File: config.mk
export PLATFORM = sky130hd
export DESIGN_NAME = i2c_eeprom_access_master_unit
export DESIGN_NICKNAME = d
export VERILOG_FILES = /design/src/design/ieam_pkg.sv /design/src/design/ieam_front.sv /design/src/design/ieam_back.sv /design/src/design/i2c_eeprom_access_master_unit.sv
export VERILOG_INCLUDE_DIRS = /design/src /design/src/design
export SDC_FILE = /design/constraint.sdc
export NUM_CORES = 1
export LEC_CHECK = 0
export BUFFER_PORTS_ARGS = -buffer_cell sky130_fd_sc_hd__buf_4
export CORE_MARGIN = 8
export CORE_UTILIZATION = 40
export DETAILED_ROUTE_END_ITERATION = 7
export PLACE_DENSITY = 0.55
export SYNTH_ARGS = -nofsm -noshare
export SYNTH_HDL_FRONTEND = slang
export SYNTH_SLANG_ARGS = --single-unit
File: constraint.sdc
create_clock -name clk -period 7.8 [get_ports clk]
set_input_delay 0.39 -clock clk [delete_from_list [all_inputs] [get_ports clk]]
set_output_delay 0.39 -clock clk [all_outputs]
set_load 0.05 [all_outputs]
File: src/design/i2c_eeprom_access_master_unit_assert.svh
// Assertion macros used by the bus sequencer RTL of the EEPROM access master.
`ifndef I2C_EEPROM_ACCESS_MASTER_UNIT_ASSERT_SVH
`define I2C_EEPROM_ACCESS_MASTER_UNIT_ASSERT_SVH

// Condition a must bring condition b in the same cycle.
`define IEAM_ASSERT_IMPL(label, a, b) \
  label: assert property (@(posedge clk) disable iff (rst) ((a) |-> (b))) \
    else $error("implication check failed");

// Condition a must never hold.
`define IEAM_ASSERT_NEVER(label, a) \
  label: assert property (@(posedge clk) disable iff (rst) !(a)) \
    else $error("forbidden condition seen");

`endif

File: src/design/ieam_pkg.sv
// Shared types and constants of the EEPROM access master.
`timescale 1ns / 1ps
package ieam_pkg;

  localparam logic [1:0] REQ_TICK  = 2'd0;
  localparam logic [1:0] REQ_WRITE = 2'd1;
  localparam logic [1:0] REQ_READ  = 2'd2;

  localparam logic [1:0] STAT_OK     = 2'd0;
  localparam logic [1:0] STAT_BUSY   = 2'd1;
  localparam logic [1:0] STAT_BUSERR = 2'd2;
  localparam logic [1:0] STAT_NOACK  = 2'd3;

  localparam int unsigned QUEUE_DEPTH = 2;

  typedef struct packed {
    logic        is_req;
    logic        is_read;
    logic [10:0] mem_address;
    logic [7:0]  write_data;
    logic [7:0]  read_length;
    logic        sda_in;
  } item_t;

  typedef struct packed {
    logic  valid;
    item_t item;
  } queue_head_t;

endpackage

File: src/design/ieam_front.sv
// Input side: takes words, classifies the request and queues them.
`timescale 1ns / 1ps
module ieam_front (
  input  logic                 clk,
  input  logic                 rst,
  input  logic                 in_valid,
  output logic                 in_stall,
  input  logic [1:0]           req_type,
  input  logic [10:0]          mem_address,
  input  logic [7:0]           write_data,
  input  logic [7:0]           read_length,
  input  logic                 sda_in,
  output ieam_pkg::queue_head_t head,
  input  logic                 pop
);

  ieam_pkg::item_t slots [ieam_pkg::QUEUE_DEPTH];
  logic       wr_ptr;
  logic       rd_ptr;
  logic [1:0] count;
  logic       push;
  logic       take;
  ieam_pkg::item_t cls;

  always_comb begin
    cls.is_req      = (req_type == ieam_pkg::REQ_WRITE) || (req_type == ieam_pkg::REQ_READ);
    cls.is_read     = (req_type == ieam_pkg::REQ_READ);
    cls.mem_address = mem_address;
    cls.write_data  = write_data;
    cls.read_length = read_length;
    cls.sda_in      = sda_in;
  end

  assign in_stall   = (count == 2'(ieam_pkg::QUEUE_DEPTH));
  assign push       = in_valid && !in_stall;
  assign take       = pop && (count != 2'd0);
  assign head.valid = (count != 2'd0);
  assign head.item  = slots[rd_ptr];

  always_ff @(posedge clk) begin
    if (push) begin
      slots[wr_ptr] <= cls;
    end
    if (rst) begin
      wr_ptr <= 1'b0;
      rd_ptr <= 1'b0;
      count  <= 2'd0;
    end else begin
      if (push) wr_ptr <= ~wr_ptr;
      if (take) rd_ptr <= ~rd_ptr;
      count <= count + 2'(push) - 2'(take);
    end
  end

endmodule

File: src/design/ieam_back.sv
// Bus sequencer: runs one tick per queued word and registers the result.
`timescale 1ns / 1ps
module ieam_back (
  input  logic                  clk,
  input  logic                  rst,
  input  ieam_pkg::queue_head_t head,
  output logic                  pop,
  input  logic [7:0]            device_address,
  input  logic [7:0]            phase_ticks,
  output logic                  out_valid,
  input  logic                  out_stall,
  output logic                  scl_out,
  output logic                  sda_out,
  output logic                  byte_valid,
  output logic [7:0]            read_data,
  output logic                  byte_last,
  output logic                  done_res,
  output logic [1:0]            status,
  output logic                  busy_res
);

  typedef enum logic [3:0] {
    ST_IDLE, ST_START, ST_CTRL, ST_ACK1, ST_LO, ST_ACK2, ST_DATA, ST_ACK3,
    ST_RSTART, ST_RCTRL, ST_ACK4, ST_RECV, ST_MACK, ST_STOP, ST_STOPNA
  } stage_t;

  typedef struct packed {
    stage_t      stage;
    logic [1:0]  sub;
    logic [7:0]  tick;
    logic [3:0]  bitc;
    logic [7:0]  shift;
    logic [7:0]  left;
    logic [10:0] addr;
    logic [7:0]  data;
    logic        rmode;
    logic        scl;
    logic        sda;
  } seq_t;

  function automatic seq_t enter(seq_t s, stage_t stg, logic [1:0] sb);
    seq_t r;
    r       = s;
    r.stage = stg;
    r.sub   = sb;
    r.tick  = 8'd0;
    unique case (stg)
      ST_START, ST_RSTART: begin
        if (sb == 2'd0) begin
          r.sda = 1'b1;
          r.scl = 1'b1;
        end else r.sda = 1'b0;
      end
      ST_CTRL, ST_LO, ST_DATA, ST_RCTRL: begin
        if (sb == 2'd0) r.scl = 1'b0;
        else if (sb == 2'd1) r.sda = s.shift[3'd7 - s.bitc[2:0]];
        else r.scl = 1'b1;
      end
      ST_ACK1, ST_ACK2, ST_ACK3, ST_ACK4: begin
        if (sb == 2'd0) r.scl = 1'b0;
        else if (sb == 2'd1) r.sda = 1'b1;
        else r.scl = 1'b1;
      end
      ST_RECV: begin
        if (sb == 2'd0) begin
          r.scl = 1'b0;
          r.sda = 1'b1;
        end else r.scl = 1'b1;
      end
      ST_MACK: begin
        if (sb == 2'd1) r.sda = (s.left == 8'd0);
        else r.scl = (sb == 2'd2);
      end
      ST_STOP, ST_STOPNA: begin
        if (sb == 2'd0) r.scl = 1'b0;
        else if (sb == 2'd1) r.sda = 1'b0;
        else if (sb == 2'd2) r.scl = 1'b1;
        else r.sda = 1'b1;
      end
      default: ;
    endcase
    return r;
  endfunction

  function automatic seq_t go_send(seq_t s, stage_t stg, logic [7:0] v);
    seq_t r;
    r       = s;
    r.shift = v;
    r.bitc  = 4'd0;
    return enter(r, stg, 2'd0);
  endfunction

  seq_t       cur;
  seq_t       n;
  logic       take;
  logic       s_in;
  logic [7:0] limit;
  logic [7:0] ctrl_wr;
  logic [7:0] ctrl_rd;
  logic       o_scl, o_sda, o_v, o_last, o_done, o_busy;
  logic [7:0] o_rd;
  logic [1:0] o_stat;

  assign take = !out_valid || !out_stall;
  assign pop  = take && head.valid;
  assign s_in = head.item.sda_in;

  always_comb begin
    n      = cur;
    o_v    = 1'b0;
    o_rd   = 8'd0;
    o_last = 1'b0;
    o_done = 1'b0;
    o_stat = ieam_pkg::STAT_OK;
    o_busy = 1'b0;
    limit  = (phase_ticks == 8'd0) ? 8'd1 : phase_ticks;
    if (cur.stage == ST_IDLE && head.item.is_req) begin
      n.addr  = head.item.mem_address;
      n.data  = head.item.write_data;
      n.left  = head.item.read_length;
      n.rmode = head.item.is_read;
      n       = enter(n, ST_START, 2'd0);
    end
    ctrl_wr = {4'd0, n.addr[10:8], 1'b0} | (device_address & 8'hFE);
    ctrl_rd = {4'd0, n.addr[10:8], 1'b0} | device_address | 8'h01;
    o_scl   = n.scl;
    o_sda   = n.sda;
    if (n.stage != ST_IDLE) begin
      o_busy = 1'b1;
      n.tick = n.tick + 8'd1;
      if (n.tick >= limit) begin
        unique case (n.stage)
          ST_START, ST_RSTART: begin
            if ((n.sub == 2'd0 && !s_in) || (n.sub == 2'd1 && s_in) || n.sub[1]) begin
              if (!n.sub[1] && n.stage == ST_START) begin
                o_done  = 1'b1;
                o_stat  = (n.sub == 2'd0) ? ieam_pkg::STAT_BUSY : ieam_pkg::STAT_BUSERR;
                n.stage = ST_IDLE;
                n.sub   = 2'd0;
                n.tick  = 8'd0;
              end else if (n.stage == ST_START) n = go_send(n, ST_CTRL, ctrl_wr);
              else n = go_send(n, ST_RCTRL, ctrl_rd);
            end else n = enter(n, n.stage, n.sub + 2'd1);
          end
          ST_CTRL, ST_LO, ST_DATA, ST_RCTRL: begin
            if (n.sub < 2'd2) n = enter(n, n.stage, n.sub + 2'd1);
            else begin
              n.bitc = n.bitc + 4'd1;
              if (n.bitc >= 4'd8) begin
                n.bitc = 4'd0;
                unique case (n.stage)
                  ST_CTRL: n = enter(n, ST_ACK1, 2'd0);
                  ST_LO:   n = enter(n, ST_ACK2, 2'd0);
                  ST_DATA: n = enter(n, ST_ACK3, 2'd0);
                  default: n = enter(n, ST_ACK4, 2'd0);
                endcase
              end else n = enter(n, n.stage, 2'd0);
            end
          end
          ST_ACK1, ST_ACK2, ST_ACK3, ST_ACK4: begin
            if (n.sub < 2'd2) n = enter(n, n.stage, n.sub + 2'd1);
            else begin
              unique case (n.stage)
                ST_ACK1: n = s_in ? enter(n, ST_STOPNA, 2'd0)
                                  : go_send(n, ST_LO, n.addr[7:0]);
                ST_ACK2: n = n.rmode ? enter(n, ST_RSTART, 2'd0)
                                     : go_send(n, ST_DATA, n.data);
                ST_ACK3: n = enter(n, ST_STOP, 2'd0);
                default: n = (n.left == 8'd0) ? enter(n, ST_STOP, 2'd0)
                                              : go_send(n, ST_RECV, 8'd0);
              endcase
            end
          end
          ST_RECV: begin
            if (n.sub == 2'd0) n = enter(n, ST_RECV, 2'd1);
            else begin
              n.shift = {n.shift[6:0], s_in};
              n.bitc  = n.bitc + 4'd1;
              if (n.bitc >= 4'd8) begin
                o_v    = 1'b1;
                o_rd   = n.shift;
                o_last = (n.left <= 8'd1);
                if (n.left != 8'd0) n.left = n.left - 8'd1;
                n.bitc = 4'd0;
                n      = enter(n, ST_MACK, 2'd0);
              end else n = enter(n, ST_RECV, 2'd0);
            end
          end
          ST_MACK: begin
            if (n.sub < 2'd3) n = enter(n, ST_MACK, n.sub + 2'd1);
            else if (n.left == 8'd0) n = enter(n, ST_STOP, 2'd0);
            else n = go_send(n, ST_RECV, 8'd0);
          end
          ST_STOP, ST_STOPNA: begin
            if (n.sub < 2'd3) n = enter(n, n.stage, n.sub + 2'd1);
            else begin
              o_done  = 1'b1;
              o_stat  = (n.stage == ST_STOPNA) ? ieam_pkg::STAT_NOACK : ieam_pkg::STAT_OK;
              n.stage = ST_IDLE;
              n.sub   = 2'd0;
              n.tick  = 8'd0;
            end
          end
          default: begin
            n.stage = ST_IDLE;
            n.sub   = 2'd0;
            n.tick  = 8'd0;
          end
        endcase
      end
    end
  end

  always_ff @(posedge clk) begin
    if (pop) begin
      scl_out    <= o_scl;
      sda_out    <= o_sda;
      byte_valid <= o_v;
      read_data  <= o_rd;
      byte_last  <= o_last;
      done_res   <= o_done;
      status     <= o_stat;
      busy_res   <= o_busy;
    end
    if (rst) begin
      cur       <= '{stage: ST_IDLE, sub: 2'd0, tick: 8'd0, bitc: 4'd0, shift: 8'd0,
                     left: 8'd0, addr: 11'd0, data: 8'd0, rmode: 1'b0, scl: 1'b1,
                     sda: 1'b1};
      out_valid <= 1'b0;
    end else begin
      if (pop) cur <= n;
      if (take) out_valid <= head.valid;
    end
  end

`include "i2c_eeprom_access_master_unit_assert.svh"

  `IEAM_ASSERT_IMPL(a_status_needs_done, out_valid && status != ieam_pkg::STAT_OK, done_res)
  `IEAM_ASSERT_IMPL(a_last_needs_byte, out_valid && byte_last, byte_valid)
  `IEAM_ASSERT_IMPL(a_done_while_busy, out_valid && done_res, busy_res)
  `IEAM_ASSERT_NEVER(a_idle_holds_tick, cur.stage == ST_IDLE && cur.tick != 8'd0)

endmodule

File: src/design/i2c_eeprom_access_master_unit.sv
// Top level of the I2C master for 24Cxx-style EEPROM random write and read.
// Each input word is one bus tick and yields one output word; one word is
// taken per clock unless out_stall holds the output; the sequencer step sits
// behind a two-word queue, and the queue and the result are both registered.
// Each bus phase lasts phase_ticks words, or one word when phase_ticks is zero.
`timescale 1ns / 1ps
module i2c_eeprom_access_master_unit (
  input  logic        clk,
  input  logic        rst,
  input  logic        cfg_write,
  input  logic        cfg_index,
  input  logic [7:0]  cfg_data,
  input  logic        in_valid,
  output logic        in_stall,
  input  logic [1:0]  req_type,
  input  logic [10:0] mem_address,
  input  logic [7:0]  write_data,
  input  logic [7:0]  read_length,
  input  logic        sda_in,
  output logic        out_valid,
  input  logic        out_stall,
  output logic        scl_out,
  output logic        sda_out,
  output logic        byte_valid,
  output logic [7:0]  read_data,
  output logic        byte_last,
  output logic        done_res,
  output logic [1:0]  status,
  output logic        busy_res
);

  logic [7:0] device_address;
  logic [7:0] phase_ticks;
  ieam_pkg::queue_head_t head;
  logic pop;

  always_ff @(posedge clk) begin
    if (rst) begin
      device_address <= 8'hA0;
      phase_ticks    <= 8'd10;
    end else if (cfg_write) begin
      if (cfg_index) phase_ticks <= cfg_data;
      else device_address <= cfg_data;
    end
  end

  ieam_front u_front (
    .clk, .rst, .in_valid, .in_stall, .req_type, .mem_address, .write_data,
    .read_length, .sda_in, .head, .pop
  );

  ieam_back u_back (
    .clk, .rst, .head, .pop, .device_address, .phase_ticks, .out_valid,
    .out_stall, .scl_out, .sda_out, .byte_valid, .read_data, .byte_last,
    .done_res, .status, .busy_res
  );

endmodule

==> metrics.md <==
| Metric | Value |
|---|---|
| Most frequent cells in the layout | `91 x nand2_1, 87 x nor2_1, 76 x dfxtp_1, 76 x edfxtp_1, 75 x buf_4` |
| Delay-heaviest family, CP | `simple AND/OR/NAND/NOR gates` |
| Hold buffer count at CTS | `0` |
| Drt first pass iters | `8` |
| Number of fill cells | `1837` |
| Critical path's slowest cell | `nand3_1` |
| Initial antenna violation count | `0` |
| Root buf cell | `clkbuf_16` |
| Die X | `157 um` |
| Delay of the slowest cell on the worst path | `approximately 0.56 ns` |
| Post_cts resized | `0` |
| Clock Skew | `0.0231 ns` |
| Postcts setup bufs | `0` |
| DRT iter0 DRCs | `580` |
| Synth area leaders | `edfxtp_1 29%, dfxtp_1 19%, nand2_1 4.3%` |
| Mapped Nets | `898` |
| Worst path required time | `8.09 ns` |
| Largest net degree at the start of global routing | `75` |
| GR Util All Layers | `0.185` |
| Status | `finished clean` |
| Hold Startpoint | `mem_address[10]` |
| Max-Cap Viols | `0` |
| Number of global-route vias before repair | `6404` |
| Minimum clock period | `4.96 ns` |
| Final setup fails | `0` |
| Design area | `9210 sq um` |
| Clk buf depth | `2` |
| Routability Congestion | `0.942` |
| CP Capture Type | `flip-flop` |
| Clk slew on worst S/H paths | `0.08 ns` |
| Synth cell types | `73` |
| Avg Synthesized Cell Area | `9.50 sq um` |
| HPWL Detailed | `16200 um` |
| Area grow syn2layout | `16.2%` |
| Crit start category | `flip-flop` |
| TritonCTS Sinks | `153` |
| Worst vdd ir | `0.158 mV` |
| Fin crit share | `0.635` |
| CP max FO | `46` |
| Starting Density | `0.407` |
| Wire per inst | `slightly below 20 um` |
| Num rows | `51` |
| Die area | `approximately 25000 sq um` |
| Routed wire length | `22300 um` |
| Seq/Total Area, Yosys | `0.483` |
| Max-slew headroom | `0.174` |
| Routed Antenna Nets | `0` |
| Synthesized instance count | `834` |
| Congestion Overflow GR | `0` |
| Clock insertion delay at the later pin of the skew report | `0.44 ns` |
| Post-synth ARST share | `0` |
| Pins over their slew limit | `0` |
| DRC Markers | `0` |
| # diodes | `0` |
| Predominant post-synthesis flop cell | `dfxtp_1` |
| Core Region | `19500 sq um` |
| R2r endpoint | `u_back.read_data[2]` |
| CP Class | `flip-flop to flip-flop` |
| Yosys top cell by area | `edfxtp_1` |
| Setup TNS | `0 ns` |
| Pleak | `3.38 nW` |
| Power per Cell Area | `approximately 320 nW/um^2` |
| H-tree depth | `4` |
| Port Buf Inserts | `61` |
| Flop2flop setup slack | `between 2 and 3 ns` |
| Post-synth EDFFs | `76` |
| Hold Path Depth | `1` |
| Via/cell ratio | `approximately 5.7` |
| Inserted Clock Buffers | `17` |
| CTS tree | `built` |
| Yosys warning count | `0` |
| Most common cell after layout, fill and taps aside | `nand2_1` |
| RSZ-0062 raised after global routing | `no` |
| Share of layout cells above drive strength 1 | `0.141` |
| Total chip power | `roughly 3.0 mW` |
| IO Count | `62` |
| Worst r2r path cells | `12` |
| Pre-CTS WS | `2.93 ns` |
| Vias | `approximately 6600` |
| Cell Area, Synth | `slightly below 8000 sq um` |
| Worst path bufs/invs | `2` |
| Hold path endpoint | `u_front.slots[0][27]` |
| Synthesized flop and latch total | `153` |
| Worst Tran Pin Value | `1.23 ns` |
| Critical Path AT | `5.24 ns` |
| Synth top area share | `0.288` |
| DP Area | `8610 sq um` |
| Worst setup margin | `2.84 ns` |
| Worst hold-check path type | `primary input to flip-flop` |
| Fmax | `0.202 GHz` |
| Critical path, cell by cell | `buf_4 -> mux2_2 -> nand2_1 -> buf_4 -> nand2_1 -> ha_1 -> nor2b_1 -> o211ai_1 -> a21oi_2 -> nand3_1 -> nor2_1 -> and2_1` |
| Global-route wire length before repair | `35300 um` |
| Final net count | `942` |
| Share of the core filled with cells | `0.473` |
| Count of final hold-check violations | `0` |
| Die Span Y | `157 um` |
stage by stage:
step,cells,hold slack (ns)
after global placement,1124,0.443
after detailed placement,1124,0.452
after global routing,1156,0.114
final,1156,0.133
after CTS,1156,0.121
after floorplan,834,0.428
report_power, final:
group          switching [mW]  internal, mW
Clock                   0.394         0.432
Sequential             0.0683          1.01
Combinational           0.724         0.351
Total                    1.19          1.80
flip-flops by register name (all words and copies together) (netlist names), 2 cells and up, named ones only:
register          cells
u_back.read_data      8
u_back.cur           56
u_front.slots        60
u_front.count         2
u_back.status         2
phase_ticks           8
device_address        7
cells in the mapped netlist (9+ instances only):
master    instances
clkbuf_1         32
o21ai_0          39
nor2_1           88
o22ai_1           9
a22oi_1           9
a21oi_1          61
dfxtp_1          77
ha_1             20
inv_1            24
buf_2            11
nand2_1          91
and2_1           15
nor2b_1          20
mux2i_1          33
nor3_1           18
edfxtp_1         76
and3_1           14
nand3_1          24
a211oi_1         26
logic make-up after synthesis:
group           count (synthesis)  synth area share
xor+xnor                       13            0.0144
buf+inv                        74            0.0377
mux                            37            0.0502
flops                         153             0.483
simple gates                  307             0.187
fa+ha+maj                      21            0.0328
compound gates                229             0.195
worst max path at each step:
stage / startpoint / to / slack, ns / cells after the start
finish: flip-flop / u_back.read_data[2] / 2.84 / 12
detailed placement: flip-flop / u_back.read_data[7] / 2.93 / 12
global placement: flip-flop / u_back.cur[55] / 3.07 / 15
floorplan: u_back.cur[52] / u_back.cur[23] / 3.77 / 18
CTS: flip-flop / u_back.read_data[2] / 2.90 / 12
global route: flip-flop / u_back.cur[27] / 2.50 / 13
area by class of cell:
| type | count | area [sq um] | share of cell area |
|---|---|---|---|
| well taps | 265 | 332 | 0.0360 |
| clock inverters | 15 | 169 | 0.0183 |
| clock buffers | 17 | 425 | 0.0462 |
| inverters | 24 | 90.1 | 0.00979 |
| repair buffers | 75 | 563 | 0.0612 |
| multi-input cells | 607 | 3800 | 0.413 |
| flip-flops and latches | 153 | 3820 | 0.415 |
metal layers:
layer	part of all wire	vias to the layer above	global-route usage
li1	-	3167	-
met3	0.043	38	0.0331
met4	0.025	0	0.0732
met2	0.46	194	0.289
met1	0.47	3152	0.250
met5	0	-	0
Note: power is estimated with default switching activity, not from simulation.
